File: config.mk
export PLATFORM = sky130hd
export DESIGN_NAME = sector_cache_lru_tag_controller_core
export DESIGN_NICKNAME = d
export VERILOG_FILES = /design/src/sv/sctc_pkg.sv /design/src/sv/sector_cache_lru_tag_controller_core.sv
export SDC_FILE = /design/constraint.sdc
export NUM_CORES = 2
export LEC_CHECK = 0
export ABC_CLOCK_PERIOD_IN_PS = 11750
export BUFFER_PORTS_ARGS = -buffer_cell sky130_fd_sc_hd__buf_2
export CAP_MARGIN = 5
export CORE_ASPECT_RATIO = 0.8
export CORE_MARGIN = 2
export CORE_UTILIZATION = 30
export CTS_BUF_LIST = sky130_fd_sc_hd__clkbuf_16
export CTS_CLUSTER_DIAMETER = 30
export DETAILED_ROUTE_END_ITERATION = 6
export PLACE_DENSITY = 0.44
export SETUP_SLACK_MARGIN = 0.5
export SLEW_MARGIN = 10
export SYNTH_ARGS = -nofsm -noshare
export SYNTH_HDL_FRONTEND = slang
export SYNTH_SLANG_ARGS = --single-unit
File: constraint.sdc
create_clock -name clock -period 11.75 [get_ports clock]
set_input_delay 1.175 -clock clock [delete_from_list [all_inputs] [get_ports clock]]
set_output_delay 1.175 -clock clock [all_outputs]
set_load 0.005 [all_outputs]
File: src/sv/sctc_pkg.sv
// Shared widths, request mode codes and limits for the sector cache
// tag controller. No dependencies.

package sctc_pkg;

   localparam int MODE_W      = 2;
   localparam int SECTOR_W    = 32;
   localparam int TIME_W      = 32;
   localparam int SLOT_W      = 6;
   localparam int MAX_RESULTS = 64;
   localparam int CNT_W       = $clog2(MAX_RESULTS + 1);

   typedef logic [MODE_W-1:0]   mode_type;
   typedef logic [SECTOR_W-1:0] sector_type;
   typedef logic [TIME_W-1:0]   time_type;

   localparam mode_type MODE_READ  = 2'd0;
   localparam mode_type MODE_WRITE = 2'd1;
   localparam mode_type MODE_FLUSH = 2'd2;

endpackage

File: src/sv/sector_cache_lru_tag_controller_core.sv
// Tag and LRU replacement controller of a fully associative write-back
// sector cache. Depends on sctc_pkg.
//
//   channel  ports                                                   dir
//   request  req_valid req_ready req_mode req_sector req_access_time in
//   response rsp_valid rsp_ready rsp_hit rsp_slot rsp_fill_needed    out
//            rsp_writeback_valid rsp_writeback_sector rsp_last
//
// After a read or write request is accepted, one shared compare stage
// walks the tag and time memories one entry a cycle.
// A flush walks the valid/dirty flags one entry a cycle while no dirty entry
// holds it; each dirty entry takes an extra tag-read state, which can stall.
// Reset is synchronous and clears all valid and dirty flags at once; the tag
// and time memories need no clearing. A full result register with rsp_ready
// low stalls the flush walk; no request is taken until the current one ends.

module sector_cache_lru_tag_controller_core
   import sctc_pkg::*;
#(
   parameter int ENTRIES = 64
) (
   input  logic                clock,
   input  logic                reset,
   input  logic                req_valid,
   output logic                req_ready,
   input  logic [MODE_W-1:0]   req_mode,
   input  logic [SECTOR_W-1:0] req_sector,
   input  logic [TIME_W-1:0]   req_access_time,
   output logic                rsp_valid,
   input  logic                rsp_ready,
   output logic                rsp_hit,
   output logic [SLOT_W-1:0]   rsp_slot,
   output logic                rsp_fill_needed,
   output logic                rsp_writeback_valid,
   output logic [SECTOR_W-1:0] rsp_writeback_sector,
   output logic                rsp_last
);

   localparam int ADDR_W = (ENTRIES > 1) ? $clog2(ENTRIES) : 1;
   localparam int IDX_W  = $clog2(ENTRIES + 1);

   localparam logic [2:0] ST_IDLE    = 3'd0;
   localparam logic [2:0] ST_AC_SCAN = 3'd1;
   localparam logic [2:0] ST_AC_DONE = 3'd2;
   localparam logic [2:0] ST_FL_SCAN = 3'd3;
   localparam logic [2:0] ST_FL_TAG  = 3'd4;
   localparam logic [2:0] ST_FL_END  = 3'd5;

   // tag and last-use stores
   sector_type tag_mem  [ENTRIES];
   time_type   time_mem [ENTRIES];

   logic [2:0]         state_ff, state_in;
   logic [ENTRIES-1:0] valid_ff, valid_in;
   logic [ENTRIES-1:0] dirty_ff, dirty_in;
   logic [IDX_W-1:0]   idx_ff, idx_in;
   logic               cmp_vld_ff, cmp_vld_in;
   logic [ADDR_W-1:0]  cmp_idx_ff, cmp_idx_in;
   logic               hit_found_ff, hit_found_in;
   logic [ADDR_W-1:0]  hit_slot_ff, hit_slot_in;
   logic               free_found_ff, free_found_in;
   logic [ADDR_W-1:0]  free_slot_ff, free_slot_in;
   time_type           best_time_ff, best_time_in;
   logic [ADDR_W-1:0]  best_slot_ff, best_slot_in;
   sector_type         best_tag_ff, best_tag_in;
   logic               pend_ff, pend_in;
   logic [ADDR_W-1:0]  pend_slot_ff, pend_slot_in;
   sector_type         pend_tag_ff, pend_tag_in;
   logic [CNT_W-1:0]   cnt_ff, cnt_in;
   logic               is_write_ff, is_write_in;
   sector_type         sector_ff, sector_in;
   time_type           atime_ff, atime_in;

   logic               out_vld_ff, out_vld_in;
   logic               out_hit_ff, out_hit_in;
   logic [SLOT_W-1:0]  out_slot_ff, out_slot_in;
   logic               out_fill_ff, out_fill_in;
   logic               out_wbv_ff, out_wbv_in;
   sector_type         out_wbs_ff, out_wbs_in;
   logic               out_last_ff, out_last_in;

   sector_type         tag_q_ff;
   time_type           time_q_ff;

   logic [ADDR_W-1:0]  rd_addr;
   logic               mem_we;
   logic               tag_we;
   logic [ADDR_W-1:0]  wr_addr;
   logic               out_free;
   logic               idx_end;
   logic               flagged;
   logic [ADDR_W-1:0]  dec_slot;
   logic               dec_fill;
   logic               dec_wbv;
   sector_type         dec_wbs;

   assign rd_addr   = idx_ff[ADDR_W-1:0];
   assign out_free  = !out_vld_ff || rsp_ready;
   assign idx_end   = (idx_ff == IDX_W'(ENTRIES));
   assign flagged   = valid_ff[rd_addr] && dirty_ff[rd_addr];
   assign req_ready = (state_ff == ST_IDLE);

   // miss handling: free entry first, else the least recently used one
   always_comb begin
      dec_slot = best_slot_ff;
      dec_fill = 1'b1;
      dec_wbv  = 1'b0;
      dec_wbs  = '0;
      priority if (hit_found_ff) begin
         dec_slot = hit_slot_ff;
         dec_fill = 1'b0;
      end else if (free_found_ff) begin
         dec_slot = free_slot_ff;
      end else if (dirty_ff[best_slot_ff]) begin
         dec_wbv = 1'b1;
         dec_wbs = best_tag_ff;
      end else begin
         dec_wbv = 1'b0;
      end
   end

   assign mem_we  = (state_ff == ST_AC_DONE) && out_free;
   assign tag_we  = mem_we && !hit_found_ff;
   assign wr_addr = dec_slot;

   always_comb begin
      state_in      = state_ff;
      valid_in      = valid_ff;
      dirty_in      = dirty_ff;
      idx_in        = idx_ff;
      cmp_vld_in    = 1'b0;
      cmp_idx_in    = cmp_idx_ff;
      hit_found_in  = hit_found_ff;
      hit_slot_in   = hit_slot_ff;
      free_found_in = free_found_ff;
      free_slot_in  = free_slot_ff;
      best_time_in  = best_time_ff;
      best_slot_in  = best_slot_ff;
      best_tag_in   = best_tag_ff;
      pend_in       = pend_ff;
      pend_slot_in  = pend_slot_ff;
      pend_tag_in   = pend_tag_ff;
      cnt_in        = cnt_ff;
      is_write_in   = is_write_ff;
      sector_in     = sector_ff;
      atime_in      = atime_ff;
      out_vld_in    = out_vld_ff && !rsp_ready;
      out_hit_in    = out_hit_ff;
      out_slot_in   = out_slot_ff;
      out_fill_in   = out_fill_ff;
      out_wbv_in    = out_wbv_ff;
      out_wbs_in    = out_wbs_ff;
      out_last_in   = out_last_ff;

      unique case (state_ff)
         ST_IDLE: begin
            if (req_valid) begin
               idx_in        = '0;
               hit_found_in  = 1'b0;
               free_found_in = 1'b0;
               pend_in       = 1'b0;
               cnt_in        = '0;
               is_write_in   = (req_mode == MODE_WRITE);
               sector_in     = req_sector;
               atime_in      = req_access_time;
               priority if (req_mode == MODE_READ || req_mode == MODE_WRITE) begin
                  state_in = ST_AC_SCAN;
               end else if (req_mode == MODE_FLUSH) begin
                  state_in = ST_FL_SCAN;
               end else begin
                  state_in = ST_IDLE;
               end
            end
         end

         ST_AC_SCAN: begin
            // issue the next read while comparing the previous entry
            if (!idx_end) begin
               idx_in     = idx_ff + IDX_W'(1);
               cmp_vld_in = 1'b1;
               cmp_idx_in = rd_addr;
            end
            if (cmp_vld_ff) begin
               if (!hit_found_ff && valid_ff[cmp_idx_ff] && tag_q_ff == sector_ff) begin
                  hit_found_in = 1'b1;
                  hit_slot_in  = cmp_idx_ff;
               end
               if (!free_found_ff && !valid_ff[cmp_idx_ff]) begin
                  free_found_in = 1'b1;
                  free_slot_in  = cmp_idx_ff;
               end
               if (cmp_idx_ff == '0 || time_q_ff < best_time_ff) begin
                  best_time_in = time_q_ff;
                  best_slot_in = cmp_idx_ff;
                  best_tag_in  = tag_q_ff;
               end
               if (cmp_idx_ff == ADDR_W'(ENTRIES - 1)) begin
                  state_in = ST_AC_DONE;
               end
            end
         end

         ST_AC_DONE: begin
            if (out_free) begin
               valid_in[dec_slot] = 1'b1;
               if (is_write_ff) begin
                  dirty_in[dec_slot] = 1'b1;
               end else if (!hit_found_ff) begin
                  dirty_in[dec_slot] = 1'b0;
               end
               out_vld_in  = 1'b1;
               out_hit_in  = hit_found_ff;
               out_slot_in = SLOT_W'(dec_slot);
               out_fill_in = dec_fill;
               out_wbv_in  = dec_wbv;
               out_wbs_in  = dec_wbs;
               out_last_in = 1'b1;
               state_in    = ST_IDLE;
            end
         end

         ST_FL_SCAN: begin
            priority if (idx_end || cnt_ff == CNT_W'(MAX_RESULTS)) begin
               state_in = ST_FL_END;
            end else if (flagged) begin
               state_in = ST_FL_TAG;
            end else begin
               idx_in = idx_ff + IDX_W'(1);
            end
         end

         ST_FL_TAG: begin
            // hold one writeback back so the final one can carry last
            if (!pend_ff || out_free) begin
               if (pend_ff) begin
                  out_vld_in  = 1'b1;
                  out_hit_in  = 1'b0;
                  out_slot_in = SLOT_W'(pend_slot_ff);
                  out_fill_in = 1'b0;
                  out_wbv_in  = 1'b1;
                  out_wbs_in  = pend_tag_ff;
                  out_last_in = 1'b0;
               end
               pend_in           = 1'b1;
               pend_slot_in      = rd_addr;
               pend_tag_in       = tag_q_ff;
               dirty_in[rd_addr] = 1'b0;
               cnt_in            = cnt_ff + CNT_W'(1);
               idx_in            = idx_ff + IDX_W'(1);
               state_in          = ST_FL_SCAN;
            end
         end

         ST_FL_END: begin
            if (out_free) begin
               out_vld_in  = 1'b1;
               out_hit_in  = 1'b0;
               out_fill_in = 1'b0;
               out_last_in = 1'b1;
               if (pend_ff) begin
                  out_slot_in = SLOT_W'(pend_slot_ff);
                  out_wbv_in  = 1'b1;
                  out_wbs_in  = pend_tag_ff;
               end else begin
                  out_slot_in = '0;
                  out_wbv_in  = 1'b0;
                  out_wbs_in  = '0;
               end
               pend_in  = 1'b0;
               state_in = ST_IDLE;
            end
         end

         default: begin
            state_in = ST_IDLE;
         end
      endcase
   end

   always_ff @(posedge clock) begin
      if (reset) begin
         state_ff      <= ST_IDLE;
         valid_ff      <= '0;
         dirty_ff      <= '0;
         cmp_vld_ff    <= 1'b0;
         hit_found_ff  <= 1'b0;
         free_found_ff <= 1'b0;
         pend_ff       <= 1'b0;
         out_vld_ff    <= 1'b0;
      end else begin
         state_ff      <= state_in;
         valid_ff      <= valid_in;
         dirty_ff      <= dirty_in;
         cmp_vld_ff    <= cmp_vld_in;
         hit_found_ff  <= hit_found_in;
         free_found_ff <= free_found_in;
         pend_ff       <= pend_in;
         out_vld_ff    <= out_vld_in;
      end
   end

   always_ff @(posedge clock) begin
      idx_ff       <= idx_in;
      cmp_idx_ff   <= cmp_idx_in;
      hit_slot_ff  <= hit_slot_in;
      free_slot_ff <= free_slot_in;
      best_time_ff <= best_time_in;
      best_slot_ff <= best_slot_in;
      best_tag_ff  <= best_tag_in;
      pend_slot_ff <= pend_slot_in;
      pend_tag_ff  <= pend_tag_in;
      cnt_ff       <= cnt_in;
      is_write_ff  <= is_write_in;
      sector_ff    <= sector_in;
      atime_ff     <= atime_in;
      out_hit_ff   <= out_hit_in;
      out_slot_ff  <= out_slot_in;
      out_fill_ff  <= out_fill_in;
      out_wbv_ff   <= out_wbv_in;
      out_wbs_ff   <= out_wbs_in;
      out_last_ff  <= out_last_in;
   end

   always_ff @(posedge clock) begin
      if (tag_we) begin
         tag_mem[wr_addr] <= sector_ff;
      end
      tag_q_ff <= tag_mem[rd_addr];
   end

   always_ff @(posedge clock) begin
      if (mem_we) begin
         time_mem[wr_addr] <= atime_ff;
      end
      time_q_ff <= time_mem[rd_addr];
   end

   assign rsp_valid            = out_vld_ff;
   assign rsp_hit              = out_hit_ff;
   assign rsp_slot             = out_slot_ff;
   assign rsp_fill_needed      = out_fill_ff;
   assign rsp_writeback_valid  = out_wbv_ff;
   assign rsp_writeback_sector = out_wbs_ff;
   assign rsp_last             = out_last_ff;

endmodule
# Word-level counts from Yosys, hierarchy flattened
# Memory sizes are Yosys's and may differ from the RTL's. A register that Yosys moved wholly into a read port is not among the register bits.
# Cells that the tools add are included.
# W data, S select, Z words.
# classes
addsub	2
order_cmp	7
n_eq_ne	26
n_mux	89
bitwise_logic	8
n_reduce_logical	48
# op_table
cell	n
$mux W32	8
$mux W64	4
$and A64 B64 Y64	2
$not A64 Y64	2
$or A64 B64 Y64	2
$pmux W64 S2	1
$pmux W32 S3	1
$mux W6	7
$mux W7	6
$mux W1	35
$eq A32 B32 Y1	1
$lt A32 B32 Y1	1
$lt A6 B7 Y1 const B	4
$pmux W7 S4	1
$bmux W1 S6	4
$ne A2 B2 Y1 const B	12
$mux W3	7
$reduce_and A4 Y1	5
$pmux W6 S3	1
$pmux W3 S5	1
$add A7 B1 Y7 const B	2
$eq A7 B7 Y1 const B	2
$pmux W7 S2	1
$demux W1 S6	2
other kinds (27)	68
# word_totals
register_bits	383
ram_bits	4096
input_bits	70
output_inout_bits	44
word_cells	209
memories	2
# mem_list
name	words	word_bits	rd	rd_clocked_by_memory_dff	write_ports	line_no	rtl
tag_mem	64	32	1	1	1	sector_cache_lru_tag_controller_core.sv:50	sector_type tag_mem [ENTRIES];
time_mem	64	32	1	1	1	sector_cache_lru_tag_controller_core.sv:51	time_type time_mem [ENTRIES];

# Logic depth before layout (Yosys ltp)
# depth
depth_word	12
mapped_depth	15
ltp_nobuf	9

# Worst setup path before layout
# OpenSTA, ideal clock, no wires.
# synth_timing
kind	input to register
from	input rsp_ready
to	memory tag_mem[62][0] (netlist name) (enable)
setup_time_ns	0.424
arrival_time_ns	6.792
required_time_ns	11.326
path_slack_ns	4.533
path_stages	6
n_path_buf	2
path_cell_list	nor2b_1 > clkbuf_1 > or3_1 > clkbuf_1 > nor4_1 > nor2b_1
# synth_via
elab_chain_len	5
# synth_lines
item	line_no	rtl
from (decl)	sector_cache_lru_tag_controller_core.sv:30	input logic rsp_ready,
$logic_or A1 B1 Y1	sector_cache_lru_tag_controller_core.sv:98	assign out_free = !out_vld_ff || rsp_ready;
$logic_and A1 B1 Y1	sector_cache_lru_tag_controller_core.sv:122	assign mem_we = (state_ff == ST_AC_DONE) && out_free;
$logic_and A1 B1 Y1	sector_cache_lru_tag_controller_core.sv:123	assign tag_we = mem_we && !hit_found_ff;
$mux W1	sector_cache_lru_tag_controller_core.sv:325	if (tag_we) begin
$mux W1 (implied by the code)	sector_cache_lru_tag_controller_core.sv:326	tag_mem[wr_addr] <= sector_ff;
to (decl)	sector_cache_lru_tag_controller_core.sv:50	
# No other way between the ends.

==> results.yml <==
status:
  status: "finished, final reports clean"
layout:
  design_area_um2: 221000
  drive_gt1_share_pct: 24.3
  fin_cells: 19300
  layout.nets: 10900
  area_growth_pct: 28.2
worst_setup_path:
  cp_common_cell: "buf_4"
  crit_buf_inv: 4
  crit_path_max_incr_delay_ns: 1.06
  required_ns: 12.78
  critPathCaptureType: "flop"
  start_kind: "flop"
  critPathSlowestCell: "a221oi_1"
  crit_family: "buffers and inverters"
  worstSetupPathType: "reg -> reg"
  cp_max_fo: 43
  critPathArrivalTime_ns: 6.97
  crit_chain: "buf_4 > buf_4 > buf_4 > buf_4 > mux4_2 > a221oi_1 > o22ai_1 > or4_1"
die:
  io_pins: 114
  coreArea_um2: 574000
  die_w_um: 852
  die_y_um: 682
  rows: 249
  start_util_pct: 30.1
  die_area_um2: 581000
clocking:
  clkLatencyLatePin_ns: 1.17
  cts-root-buf: "clkbuf_16"
  cts_setup_buffers: 0
  cts_tree: "yes"
  cts_resized: 0
  path_clk_slew_ns: 0.04
  h-tree-depth: 7
  cts_max_path_buffers: 5
  cts_sinks: 4543
  hold_buffers: 0
  cts_made_buffers: 1125
grt:
  grt_antenna_before_repair: 117
  track_usage_pct: 25.6
  overflow: 0
  grt_max_degree: 99
  grt_pass1_vias: 108000
  grt_pass1_wl_um: 1000000
detailed_routing:
  dr_total_vias: 113000
  drt_iter0_drc: 20000
  drc: 0
  ant_nets: 0
  vias_per_cell: 5.86
  dr.pass1.iters: 6
  wl_per_cell_um: 39.6
  wl_um: 765000
logic_synthesis:
  synth_common_cells: "4,343 x edfxtp_1, 561 x nor2_1, 492 x a221oi_1"
  yosysWarnings: 0
  seq_area_frac_synth_pct: 77.9
  synth-main-ff-cell: "edfxtp_1"
  synth_fa_ha_area_share_pct: 0.254
  synthTopCellsByArea: "edfxtp_1 76%, mux4_2 2.8%, a221oi_1 2.5%"
  synth_compound_area_share_pct: 10.2
  syn_inst: 9807
  synth_area_leader_cell: "edfxtp_1"
  synth_xor_area_share_pct: 0.213
  synth_area_um2: 173000
  async_reset_ff_share_pct: 0
  synth_top_area_share_pct: 75.6
  yosysUniqueCellTypes: 70
  synth-edff-count: 4343
  yosys.area_share.simple_pct: 2.91
  synth_most_common_cell: "edfxtp_1"
  synth.ff_latch_count: 4543
  syn_area_per_cell_um2: 17.6
  synth_top_family_by_area: "compound AO/OA/AOI/OAI gates"
  syn_nets: 9912
  yosys-mux-area-fraction_pct: 6.65
placement:
  placedCellCount: 17300
  numPortBuffers: 113
  place_area_um2: 185000
  dp_hpwl_um: 413000
  gp_congestion: 0.857
sta:
  skew_ns: 0.0762
  finalMaxSlewViolations: 0
  rsz0062_at_grt: "no"
  finalCritPeriodShare_pct: 50.6
  hold_viol: 0
  timing.slew.headroom_pct: 1.70
  period_needed_ns: 5.95
  fin_tns_setup_ns: 0
  fmax_ghz: 0.168
  tightest_slew_ns: 1.47
  setup_viol: 0
pwr:
  power_density_nw_per_um2: 280
  ir_worst_vdd_mv: 0.245
  leakage_nw: 72.7
  finalPower_mw: 61.9
flow_run:
  cap_violations: 0
worst_hold_path:
  min_path_type: "in -> reg"
## sequential cells by signal, summed over array words and instances, names as in the netlist, 3 cells and up, named ones only
signal / flops
tag_q_ff: 32
valid_ff: 64
free_slot_ff: 6
tag_mem: 2048
pend_slot_ff: 6
pend_tag_ff: 32
atime_ff: 32
time_mem: 2048
best_slot_ff: 6
best_time_ff: 32
cmp_idx_ff: 6
best_tag_ff: 32
idx_ff: 7
cnt_ff: 7
rsp_writeback_sector: 32
rsp_slot: 6
state_ff: 3
time_q_ff: 32
hit_slot_ff: 6
sector_ff: 32
## through the flow
step                      util, %  setup WS (ns)  hold slack (ns)
after floorplan                 -           4.53            0.400
after global placement       32.1           5.81            0.441
after detailed placement     32.2           5.97            0.448
after CTS                    38.5           6.00           0.0899
after global routing         38.5           5.82            0.145
final                        38.5           5.80            0.185
## layer usage
metal | share of wire [%] | up-vias | track usage, %
li1 | - | 42800 | -
met1 | 42 | 60400 | 36.8
met2 | 42 | 8499 | 36.8
met3 | 12 | 1460 | 7.48
met4 | 3.2 | 32 | 8.78
met5 | 0.027 | - | 0.0828
## worst paths after layout
kind	startpoint	endpoint	slack [ns]	depth (start not counted)
worst min register to register	time_q_ff[24]$_DFF_P_	best_time_ff[24]$_DFFE_PP_	0.46	0
worst min-delay path	req_access_time[4]	atime_ff[4]$_DFFE_PP_	0.19	1
worst max register to register	idx_ff[0]$_SDFFCE_PN0P_	tag_q_ff[15]$_DFF_P_	5.80	8
worst max-delay path	idx_ff[0]$_SDFFCE_PN0P_	tag_q_ff[15]$_DFF_P_	5.80	8
## report_power, final
group / switching, mW / leakage, nW / internal (mW) / total (mW)
logic: 9.51 / 13.7 / 3.31 / 12.8
registers: 0.588 / 40.7 / 18.6 / 19.2
clock network: 9.23 / 18.2 / 20.7 / 30.0
total: 19.3 / 72.7 / 42.6 / 61.9
## kinds of logic (layout without fill, tap and decap cells)
| family | Yosys count | count (layout) |
|---|---|---|
| other | 0 | 29 |
| AOI/OAI and AO/OA | 2447 | 2447 |
| adders and majority gates | 35 | 35 |
| xor gates and xnor gates | 42 | 42 |
| DFF | 4543 | 4543 |
| buffers and inverters | 730 | 2549 |
| muxes | 853 | 853 |
| and+or+nand+nor | 1157 | 1157 |
## cell usage in the layout, fill, tap and decap left out, drive strengths merged, types with 18 or more instances in the layout
cell	n
nor4	24
a31oi	97
o22a	19
o32ai	29
nand3	47
edfxtp	4343
a21o	18
clkinvlp	101
nand2	286
nor3	84
o221ai	29
a22o	166
nor2	561
mux2	220
a222oi	19
dfxtp	200
ha	35
o21ai	249
or3	19
clkbuf	1149
a22oi	476
xnor2	34
mux4	213
a221o	68
nor2b	19
a211oi	74
or4	24
a221oi	492
inv	225
buf	564
clkinv	361
bufinv	148
a21oi	428
nand4	46
o22ai	193
mux2i	420
diode	29
## final cells by class
cell class,instances,area [um2]
antenna,29,72.6
clock buffer,1148,28700
clock inverter,790,7850
fill,52300,353000
inverter,45,194
multi-input combinational,4534,36100
sequential,4543,134000
tap,7655,9580
timing repair buffer,566,4280
Power figures use the tool's default switching activity.
